`config.mk`:
```
export PLATFORM = sky130hd
export DESIGN_NAME = keypad_press_event_detector
export DESIGN_NICKNAME = d
export VERILOG_FILES = /design/src/sv/kped_pkg.sv /design/src/sv/keypad_press_event_detector.sv /design/src/sv/kped_lane.sv /design/src/sv/kped_merge.sv
export SDC_FILE = /design/constraint.sdc
export NUM_CORES = 2
export LEC_CHECK = 0
export CORE_MARGIN = 5
export CORE_UTILIZATION = 60
export DETAILED_ROUTE_END_ITERATION = 7
export DONT_BUFFER_PORTS = 1
export PLACE_DENSITY_LB_ADDON = 0.12
export REMOVE_ABC_BUFFERS = 1
export SYNTH_ARGS = -nofsm -noshare
export SYNTH_HDL_FRONTEND = slang
export SYNTH_SLANG_ARGS = --single-unit
export TNS_END_PERCENT = 100
```
`constraint.sdc`:
```
create_clock -name i_clk -period 8.2 [get_ports i_clk]
set_input_delay 1.23 -clock i_clk [delete_from_list [all_inputs] [get_ports i_clk]]
set_output_delay 1.23 -clock i_clk [all_outputs]
set_load 0.01 [all_outputs]
```
`src/sv/kped_pkg.sv`:
```
// Shared types and constants for the keypad press event detector.
package kped_pkg;

    localparam int NUM_BUTTONS = 16;
    localparam int LANES       = (NUM_BUTTONS < 16) ? NUM_BUTTONS : 16;

    localparam int MAP_W   = 16;
    localparam int TIME_W  = 32;
    localparam int THR_W   = 16;
    localparam int IDX_W   = 4;
    localparam int CFG_AW  = 2;
    localparam int CFG_DW  = 16;
    localparam int S_DW    = 48;
    localparam int M_DW    = 8;

    localparam logic [CFG_AW-1:0] CFG_THRESHOLD  = 2'd0;
    localparam logic [CFG_AW-1:0] CFG_LONG_MASK  = 2'd1;
    localparam logic [CFG_AW-1:0] CFG_BTN_MASK   = 2'd2;

    localparam logic [THR_W-1:0]  THRESHOLD_RST  = 16'd1000;
    localparam logic [MAP_W-1:0]  LONG_MASK_RST  = 16'hFFFF;
    localparam logic [MAP_W-1:0]  BTN_MASK_RST   = 16'hFFFF;

    typedef enum logic [1:0] {
        EV_PRESS   = 2'd0,
        EV_HELD    = 2'd1,
        EV_RELEASE = 2'd2
    } t_kind;

    typedef enum logic {
        ST_IDLE,
        ST_EVAL
    } t_state;

    typedef struct packed {
        logic  hit;
        t_kind kind;
        logic  lng;
    } t_lane_res;

    typedef struct packed {
        logic             hit;
        t_kind            kind;
        logic [IDX_W-1:0] idx;
        logic             lng;
    } t_pick;

endpackage

```
`src/sv/keypad_press_event_detector.sv`:
```
// Keypad press event detector top level.
//
// Input stream: one keypad scan per transfer, tdata = pressed_map [15:0],
// time_ms [47:16]. Output stream: at most one event per scan, tdata =
// event_kind [1:0], button_index [5:2], long_flag [6], bit 7 zero.
// Config port: i_cfg_we writes i_cfg_wdata to register i_cfg_addr
// (0 threshold, 1 long-press mask, 2 button enable mask); write only when idle.
//
// A scan is registered when taken and all buttons are checked at once in the
// next, one lane per button; the lowest enabled button with an event wins.
// The event enters the output register when evaluation completes, which waits
// while a stalled output register holds an event. A new scan is taken only once
// the last has left evaluation; the per-button lanes and the merge are combinational.
//
// Reset clears all levels to released, loads the register defaults and
// empties the output register. If the receiver stalls, the pending event
// holds; the next scan is still taken but waits in evaluation until the
// output register frees up, if it has an event of its own.
module keypad_press_event_detector (
    input  logic                          i_clk,
    input  logic                          i_rst_n,
    input  logic                          s_axis_tvalid,
    output logic                          s_axis_tready,
    input  logic [kped_pkg::S_DW-1:0]     s_axis_tdata,  // pressed_map, time_ms
    output logic                          m_axis_tvalid,
    input  logic                          m_axis_tready,
    output logic [kped_pkg::M_DW-1:0]     m_axis_tdata,  // event_kind, button_index, long_flag
    input  logic                          i_cfg_we,
    input  logic [kped_pkg::CFG_AW-1:0]   i_cfg_addr,
    input  logic [kped_pkg::CFG_DW-1:0]   i_cfg_wdata
);
    import kped_pkg::*;

    t_state              r_state, n_state;
    logic [THR_W-1:0]    r_threshold;
    logic [MAP_W-1:0]    r_long_mask;
    logic [MAP_W-1:0]    r_btn_mask;
    logic [MAP_W-1:0]    r_map;
    logic [TIME_W-1:0]   r_now;
    logic [LANES-1:0]    r_level;
    logic [TIME_W-1:0]   r_start [LANES];
    logic                r_out_valid;
    t_pick               r_out;

    t_lane_res           lane_res [LANES];
    t_pick               pick;
    logic                advance;
    logic                take;

    // config registers
    always_ff @(posedge i_clk) begin
        if (!i_rst_n) begin
            r_threshold <= THRESHOLD_RST;
            r_long_mask <= LONG_MASK_RST;
            r_btn_mask  <= BTN_MASK_RST;
        end else if (i_cfg_we) begin
            unique case (i_cfg_addr)
                CFG_THRESHOLD: r_threshold <= i_cfg_wdata;
                CFG_LONG_MASK: r_long_mask <= i_cfg_wdata;
                CFG_BTN_MASK:  r_btn_mask  <= i_cfg_wdata;
                default: ;
            endcase
        end
    end

    // scan capture
    always_ff @(posedge i_clk) begin
        if (take) begin
            r_map <= s_axis_tdata[MAP_W-1:0];
            r_now <= s_axis_tdata[MAP_W +: TIME_W];
        end
    end

    for (genvar g = 0; g < LANES; g++) begin : g_lane
        kped_lane u_lane (
            .i_en        (r_btn_mask[g]),
            .i_long_en   (r_long_mask[g]),
            .i_pressed   (r_map[g]),
            .i_level     (r_level[g]),
            .i_start     (r_start[g]),
            .i_now       (r_now),
            .i_threshold (r_threshold),
            .o_res       (lane_res[g])
        );

        always_ff @(posedge i_clk) begin
            if (!i_rst_n) begin
                r_level[g] <= 1'b0;
            end else if (advance && pick.hit && pick.idx == IDX_W'(g)) begin
                if (pick.kind == EV_PRESS) begin
                    r_level[g] <= 1'b1;
                end else if (pick.kind == EV_RELEASE) begin
                    r_level[g] <= 1'b0;
                end
            end
        end

        always_ff @(posedge i_clk) begin
            if (advance && pick.hit && pick.idx == IDX_W'(g) && pick.kind == EV_PRESS) begin
                r_start[g] <= r_now;
            end
        end
    end

    kped_merge u_merge (
        .i_lanes (lane_res),
        .o_pick  (pick)
    );

    // next state
    always_comb begin
        n_state = r_state;
        unique case (r_state)
            ST_IDLE: if (s_axis_tvalid) n_state = ST_EVAL;
            ST_EVAL: if (advance)       n_state = ST_IDLE;
            default: n_state = ST_IDLE;
        endcase
    end

    // control outputs
    always_comb begin
        s_axis_tready = 1'b0;
        advance       = 1'b0;
        unique case (r_state)
            ST_IDLE: s_axis_tready = 1'b1;
            ST_EVAL: advance = !pick.hit || !r_out_valid || m_axis_tready;
            default: ;
        endcase
    end

    assign take = s_axis_tvalid && s_axis_tready;

    always_ff @(posedge i_clk) begin
        if (!i_rst_n) begin
            r_state <= ST_IDLE;
        end else begin
            r_state <= n_state;
        end
    end

    // output register
    always_ff @(posedge i_clk) begin
        if (!i_rst_n) begin
            r_out_valid <= 1'b0;
        end else if (advance && pick.hit) begin
            r_out_valid <= 1'b1;
        end else if (m_axis_tready) begin
            r_out_valid <= 1'b0;
        end
    end

    always_ff @(posedge i_clk) begin
        if (advance && pick.hit) begin
            r_out <= pick;
        end
    end

    assign m_axis_tvalid = r_out_valid;
    assign m_axis_tdata  = {1'b0, r_out.lng, r_out.idx, r_out.kind};

endmodule

```
`src/sv/kped_lane.sv`:
```
// One button lane: finds the event this button would report for the current scan.
module kped_lane (
    input  logic                          i_en,
    input  logic                          i_long_en,
    input  logic                          i_pressed,
    input  logic                          i_level,
    input  logic [kped_pkg::TIME_W-1:0]   i_start,
    input  logic [kped_pkg::TIME_W-1:0]   i_now,
    input  logic [kped_pkg::THR_W-1:0]    i_threshold,
    output kped_pkg::t_lane_res           o_res
);
    import kped_pkg::*;

    logic [TIME_W-1:0] hold;
    logic              reached;

    assign hold    = i_now - i_start;
    assign reached = hold >= {{(TIME_W-THR_W){1'b0}}, i_threshold};

    always_comb begin
        o_res.hit  = 1'b0;
        o_res.kind = EV_PRESS;
        o_res.lng  = 1'b0;
        if (i_en) begin
            if (!i_level) begin
                o_res.hit  = i_pressed;
                o_res.kind = EV_PRESS;
            end else if (i_pressed) begin
                o_res.hit  = reached;
                o_res.kind = EV_HELD;
                o_res.lng  = i_long_en;
            end else begin
                o_res.hit  = 1'b1;
                o_res.kind = EV_RELEASE;
                o_res.lng  = reached & i_long_en;
            end
        end
    end

endmodule

```
`src/sv/kped_merge.sv`:
```
// Merge stage: picks the lowest-index lane that found an event.
module kped_merge (
    input  kped_pkg::t_lane_res i_lanes [kped_pkg::LANES],
    output kped_pkg::t_pick     o_pick
);
    import kped_pkg::*;

    always_comb begin
        o_pick.hit  = 1'b0;
        o_pick.kind = EV_PRESS;
        o_pick.idx  = '0;
        o_pick.lng  = 1'b0;
        for (int i = LANES - 1; i >= 0; i--) begin
            if (i_lanes[i].hit) begin
                o_pick.hit  = 1'b1;
                o_pick.kind = i_lanes[i].kind;
                o_pick.idx  = IDX_W'(i);
                o_pick.lng  = i_lanes[i].lng;
            end
        end
    end

endmodule

```
# After elaboration in Yosys (flattened, before gate mapping)
# Memories as Yosys holds them, arrays and structs flattened.
# Cells that the tools add are included.
[word_totals]
out_inout_bits = 10
input_bits = 71
n_memories = 1
reg_bits = 121
elab_cells = 337
ram_bits = 512
[mem_list]
columns = ["name", "words", "width", "rd", "rd_ports_with_merged_regs", "write_ports", "line_no", "rtl"]
rows = [
  ["r_start", 16, 32, 16, 0, 1, "keypad_press_event_detector.sv:41", "logic [TIME_W-1:0] r_start [LANES];"],
]
[op_classes]
n_mux = 166
add_sub_neg = 16
order_cmp = 16
bitwise = 17
eq_ne = 18
n_reduce_logical = 77
[op_table]
columns = ["cell", "count"]
rows = [
  [">= comparator 32 x 16 -> 1 bit", 16],
  ["subtractor 32 bit", 16],
  ["2-to-1 mux 32 bit", 15],
  ["OR reduction 32 bit", 15],
  ["2-to-1 mux 4 bit", 47],
  ["2-to-1 mux 8 bit", 16],
  ["2-to-1 mux 1 bit", 71],
  ["2-to-1 mux 3 bit", 16],
  ["AND reduction 2 bit", 19],
  ["logical AND 1 bit", 34],
  ["== test 4 bit (second input constant)", 8],
  ["bitwise AND 1 bit", 16],
  ["== test 4 x 3 -> 1 bit (second input constant)", 4],
  ["== test 4 x 2 -> 1 bit (second input constant)", 2],
  ["== test 2 bit (second input constant)", 2],
  ["== test 4 x 1 -> 1 bit (second input constant)", 1],
  ["zero test 2 bit", 2],
  ["zero test 4 bit", 1],
  ["nonzero test 2 bit", 2],
  ["== test 2 x 1 -> 1 bit (second input constant)", 1],
  ["zero test 1 bit", 2],
  ["logical OR 1 bit", 2],
  ["one-hot mux 1 bit (2 select lines)", 1],
  ["NOT 1 bit", 1],
]

# Logic depth before layout (Yosys ltp)
# An unclocked memory read counts as a cell.
[logic_depth]
word_depth = 48
depth_mapped = 33
depth_no_buf = 33

# Cells and area by module
# Synthesis repeated with hierarchy kept, for this count alone.
[unflattened]
cells_unflattened = 7349
hier_area_um2 = 62503.7
[modules_own_cells]
columns = ["mod", "area_each_um2", "n_inst", "cells_each", "seq_area_each_um2"]
rows = [
  ["kped_lane (g_lane[10].u_lane ...)", 2692.6, 9, 404, 0.0],
  ["keypad_press_event_detector", 19741.4, 1, 898, 18347.6],
  ["kped_lane (g_lane[0].u_lane ...)", 2563.7, 3, 387, 0.0],
  ["kped_lane (g_lane[8].u_lane ...)", 2531.2, 2, 388, 0.0],
  ["kped_lane (g_lane[15].u_lane)", 2638.8, 1, 400, 0.0],
  ["kped_lane (g_lane[12].u_lane)", 2512.4, 1, 378, 0.0],
  ["kped_merge", 624.3, 1, 100, 0.0],
]

# Least setup slack after synthesis
# No wires, ideal clock.
[synth_path]
path_type = "reg-to-reg"
from = "register r_now[1]"
to = "memory r_start[12][0] (netlist: r_start[1][128]), enable pin"
arrival_time_ps = 8625
stages_incl_launch_ff = 28
period_less_slack_ps = 9086
setup_ps = 461
path_buffers = 0
required_ps = 7739
path_slack_ps = -886
cell_sequence = "edfxtp_1 ha_1 nor2b_1 o2111a_1 or2_2 o21a_1 nor2_1 o21ai_0 a21o_1 a21o_1 a21oi_1 xnor2_1 ha_1 nand3_1 nor2_1 a21oi_1 o2111ai_1 a2111o_1 nor4_1 o2111ai_1 nor4b_4 a31oi_2 or2_4 nor3_4 nand2_4 nor3_4 inv_2 nor3_1"
[synth_between]
elab_chain_len = 46
elab_cells_between_ends = 227
cone_classes = "add/sub (16); order compare (16); eq/ne (15); mux (127); reduce/logical (53)"
[synth_rtl]
columns = ["item", "line_no", "rtl"]
rows = [
  ["start: declaration", "keypad_press_event_detector.sv:39", "logic [TIME_W-1:0] r_now;"],
  ["start signal: assignment", "keypad_press_event_detector.sv:70", "r_now <= s_axis_tdata[MAP_W +: TIME_W];"],
  ["subtractor 32 bit", "kped_lane.sv:17", "assign hold = i_now - i_start;"],
  [">= comparator 32 x 16 -> 1 bit", "kped_lane.sv:18", "assign reached = hold >= {{(TIME_W-THR_W){1'b0}}, i_threshold};"],
  ["2-to-1 mux 4 bit", "kped_lane.sv:28", "end else if (i_pressed) begin"],
  ["2-to-1 mux 3 bit", "kped_lane.sv:25", "if (!i_level) begin"],
  ["2-to-1 mux 4 bit", "kped_lane.sv:24", "if (i_en) begin"],
  ["2-to-1 mux 8 bit (15 in a row)", "kped_merge.sv:14", "if (i_lanes[i].hit) begin"],
  ["2-to-1 mux 8 bit *", "kped_merge.sv:14", ""],
  ["zero test 1 bit", "keypad_press_event_detector.sv:126", "ST_EVAL: advance = !pick.hit || !r_out_valid || m_axis_tready;"],
  ["logical OR 1 bit (2 in a row)", "keypad_press_event_detector.sv:126", ""],
  ["2-to-1 mux 1 bit", "keypad_press_event_detector.sv:124", "unique case (r_state)"],
  ["logical AND 1 bit (3 in a row)", "keypad_press_event_detector.sv:99", "if (advance && pick.hit && pick.idx == IDX_W'(g) && pick.kind == EV_PRESS) begin"],
  ["2-to-1 mux 1 bit", "keypad_press_event_detector.sv:99", ""],
  ["2-to-1 mux 1 bit (not written as such)", "keypad_press_event_detector.sv:100", "r_start[g] <= r_now;"],
  ["OR reduction 32 bit (no line)", "n/a", ""],
  ["2-to-1 mux 4 bit (no line) / 2-to-1 mux 1 bit (equally long branches) (15 in a row)", "n/a", ""],
  ["end: declaration", "keypad_press_event_detector.sv:41", ""],
]
# Mark *: on every way between the ends. The rest lies on a longest branch, timed or not.

==> flow_summary_export.csv <==
group,metric,value,unit
global_route,grt.total_usage,35.7,%
final_layout,finalNonFillerCells,8025,
route,vias,53100,
sta,clock.fmax,130,MHz
clock_network,clk-insertion-delay-late,0.67,ns
clock_network,holdBufCountCts,0,
global_route,grt_overflow,0,
hold_path,worstHoldPathType,"reg -> reg",
sta,finalSetupViolCount,0,
die,fp.coreArea,0.0964,sq mm
global_route,grt_max_degree,56,
die,die_x,321,microns
place,dp_cells,7872,
worst_setup_path,crit_path_end_kind,"flip-flop",
place,gp_congestion,1.01,
clock_network,clk_pin_slew,0.06,ns
synthesis,synthArstFlopShare,0,%
die,num_io_pins,81,
route,first_pass_iters,6,
die,row_count,114,
route,ant_nets,0,
place,portBuffers,0,
clock_network,clock_path_buffers,3,
sta,max-slew-margin-rel,23.2,%
final_layout,layout_commonest_cell,"ha_1",
worst_setup_path,cp-start-kind,"flip-flop",
run_status,run_status,"complete, no violations",
synthesis,syn_inst,6604,
worst_setup_path,r2r_start,"r_now[0]",
sta,skew,0.0371,ns
route,viasPerCell,6.61,
global_route,grt_pass1_vias,49500,
place,hpwlAfterDp,143000,microns
sta,hold_viol,0,
die,dieArea,0.103,sq mm
sta,grt_setup_unrepaired,"no",
sta,fin_crit_sh,94.1,%
clock_network,htreeDepth,3,
clock_network,cts_tree,"yes",
worst_setup_path,crit_type,"reg -> reg",
route,post_drt_wl_per_cell,23.8,microns
power_and_ir_drop,vdd_ir_drop_max,0.219,mV
synthesis,ys_ff_latch,633,
clock_network,root_buffer,"clkbuf_16",
synthesis,synth_edf_count,567,
sta,worst_pin_slew,1.15,ns
power_and_ir_drop,leakagePower,26.6,nW
worst_setup_path,cp_slowest_cell,"a2111oi_0",
final_layout,multi_input_area,0.0368,sq mm
global_route,antenna_found_initial,21,
final_layout,fill_cells,8232,
final_layout,area_delta_synth_final,8.22,%
clock_network,post_cts_resized,0,
synthesis,synth_cell_types,117,
die,initial_core_util,60.4,%
clock_network,cts_sinks,633,
worst_setup_path,crit_start,"r_now[0]",
clock_network,post_cts_buffers,0,
final_layout,drive_above_1_share,5.73,%
global_route,grt_pass1_wl,289000,microns
final_layout,nets,7513,
sta,finalSetupTns,0,ns
job,drv_cap,0,
die,fp.dieH,321,microns
route,route.detailed.drc,0,
worst_setup_path,cp.arrival,8.06,ns
route,wirelength,191000,microns
power_and_ir_drop,power.density,146,mW/mm^2
worst_setup_path,required,8.54,ns
hold_path,worstHoldStart,"r_threshold[11]",
synthesis,synth-main-ff-cell,"edfxtp_1",
worst_setup_path,crit_path_max_fanout,32,
sta,maxSlewViolCount,0,
route,drt-initial-drc-count,6120,
synthesis,yosysSeqAreaShare,31.5,%
worst_setup_path,cp_slowest_stage_delay,0.47,ns
sta,min_period,7.72,ns
synthesis,synth_area,0.0582,sq mm
synthesis,avgSynthCellArea,8.81,sq um
final_layout,final_cell_mix,"ha_1 (752), inv_1 (676), a21oi_1 (577), edfxtp_1 (567), nand2_1 (538)",
clock_network,numCtsBuffers,76,
synthesis,synth_warnings,0,
final_layout,seq_area,0.0183,sq mm
## cell type report
class | count | area share, %
clock buffer | 97 | 3.19
clock inverter | 41 | 0.455
timing repair buffer | 134 | 2.07
multi-input combinational | 5146 | 58.5
inverter | 683 | 4.07
tap | 1276 | 2.54
antenna | 15 | 0.0596
sequential | 633 | 29.1
## power by group
part	leakage, nW	internal, W	switching, W
clock	1.12	0.00180	0.00142
sequential	5.68	0.00357	0.0000581
combinational	19.8	0.000880	0.00145
## cells by family (layout without fill, tap and decap cells)
kind of cell	after synthesis	count (layout)	synth area share, %
multiplexers	52	52	0.916
adder cells (fa/ha/maj)	768	768	16.7
flip-flops	633	633	31.5
AND/OR/NAND/NOR	1889	1889	16.3
AO/OA/AOI/OAI	2124	2124	24.4
other	1	16	0.00644
XOR/XNOR	312	312	4.70
buffers and inverters	825	955	5.37
## worst paths after layout
path | cells after the start | slack, ns | end
worst max-delay path | 32 | 0.48 | r_start[1][28]
worst min-delay path | 2 | 0.46 | r_threshold[11]
worst max register to register | 32 | 0.48 | r_start[1][28]
worst min register to register | 2 | 0.46 | r_threshold[11]
## sequential cells by signal, summed over array words and instances, names as in the netlist
name,flops
r_start,512
r_now,32
r_btn_mask,16
r_level,16
r_long_mask,16
r_map,16
r_threshold,16
m_axis_tdata,7
m_axis_tvalid,1
r_state,1
## per-layer routing
layer  share of wire (%)  global-route usage, %  up-vias
met4                 5.4                   16.4        8
met2                  43                   54.9     2377
met5               0.022                      0        -
li1                    -                      -    25000
met3                 9.5                   6.35      485
met1                  42                   49.4    25200
## synthesized netlist by cell type (all sizes together), types with 16 or more instances
master / n / area [sq um]
nor3: 126 / 691
nand3b: 25 / 188
a31oi: 81 / 519
fa: 16 / 320
nor2: 398 / 1490
o22ai: 26 / 163
inv: 683 / 2560
a311oi: 17 / 149
and2: 60 / 375
dfxtp: 66 / 1320
a2111oi: 36 / 348
a21o: 202 / 1520
a211o: 29 / 254
nand2: 542 / 2050
nor3b: 22 / 165
and3: 66 / 414
a21boi: 32 / 255
nand3: 168 / 841
or3: 40 / 255
o211ai: 119 / 907
xor2: 120 / 1050
o31ai: 33 / 248
edfxtp: 567 / 17000
ha: 752 / 9410
nand2b: 74 / 470
clkbuf: 128 / 480
a21oi: 580 / 2940
a211oi: 106 / 811
a221oi: 24 / 216
nand4: 128 / 801
o21ai: 383 / 1940
o21a: 116 / 871
nor2b: 57 / 357
o311ai: 17 / 156
o2111ai: 38 / 333
a31o: 22 / 193
and4: 32 / 280
mux2i: 42 / 420
or4: 22 / 165
o21bai: 60 / 465
or2: 34 / 215
nor4: 50 / 319
o31a: 21 / 184
xnor2: 192 / 1680
## critical path: cells and delay by family (launching register included)
kind                       cells  cell delay (ns)
buffers and inverters          6             1.24
AOI/OAI and AO/OA             12             2.79
xor gates and xnor gates       1             0.14
adders and majority gates      3             0.88
and+or+nand+nor               10             1.91
DFF                            1             0.38
## per-stage QoR
stage          power (W)  area, sq um  setup slack (ns)  hold slack [ns]  util, %
2_1_floorplan    0.00528        57600            -0.886            0.431        -
3_3_place_gp     0.00591        60600             0.604            0.442     62.9
3_5_place_dp     0.00595        60600             0.498            0.447     62.9
4_1_cts          0.00917        62900             0.431            0.455     65.3
5_1_grt          0.00957        62900            0.0271            0.478     65.3
6_report         0.00918        63000             0.484            0.456     65.3
No activity file was read; power rests on OpenSTA's default activity.
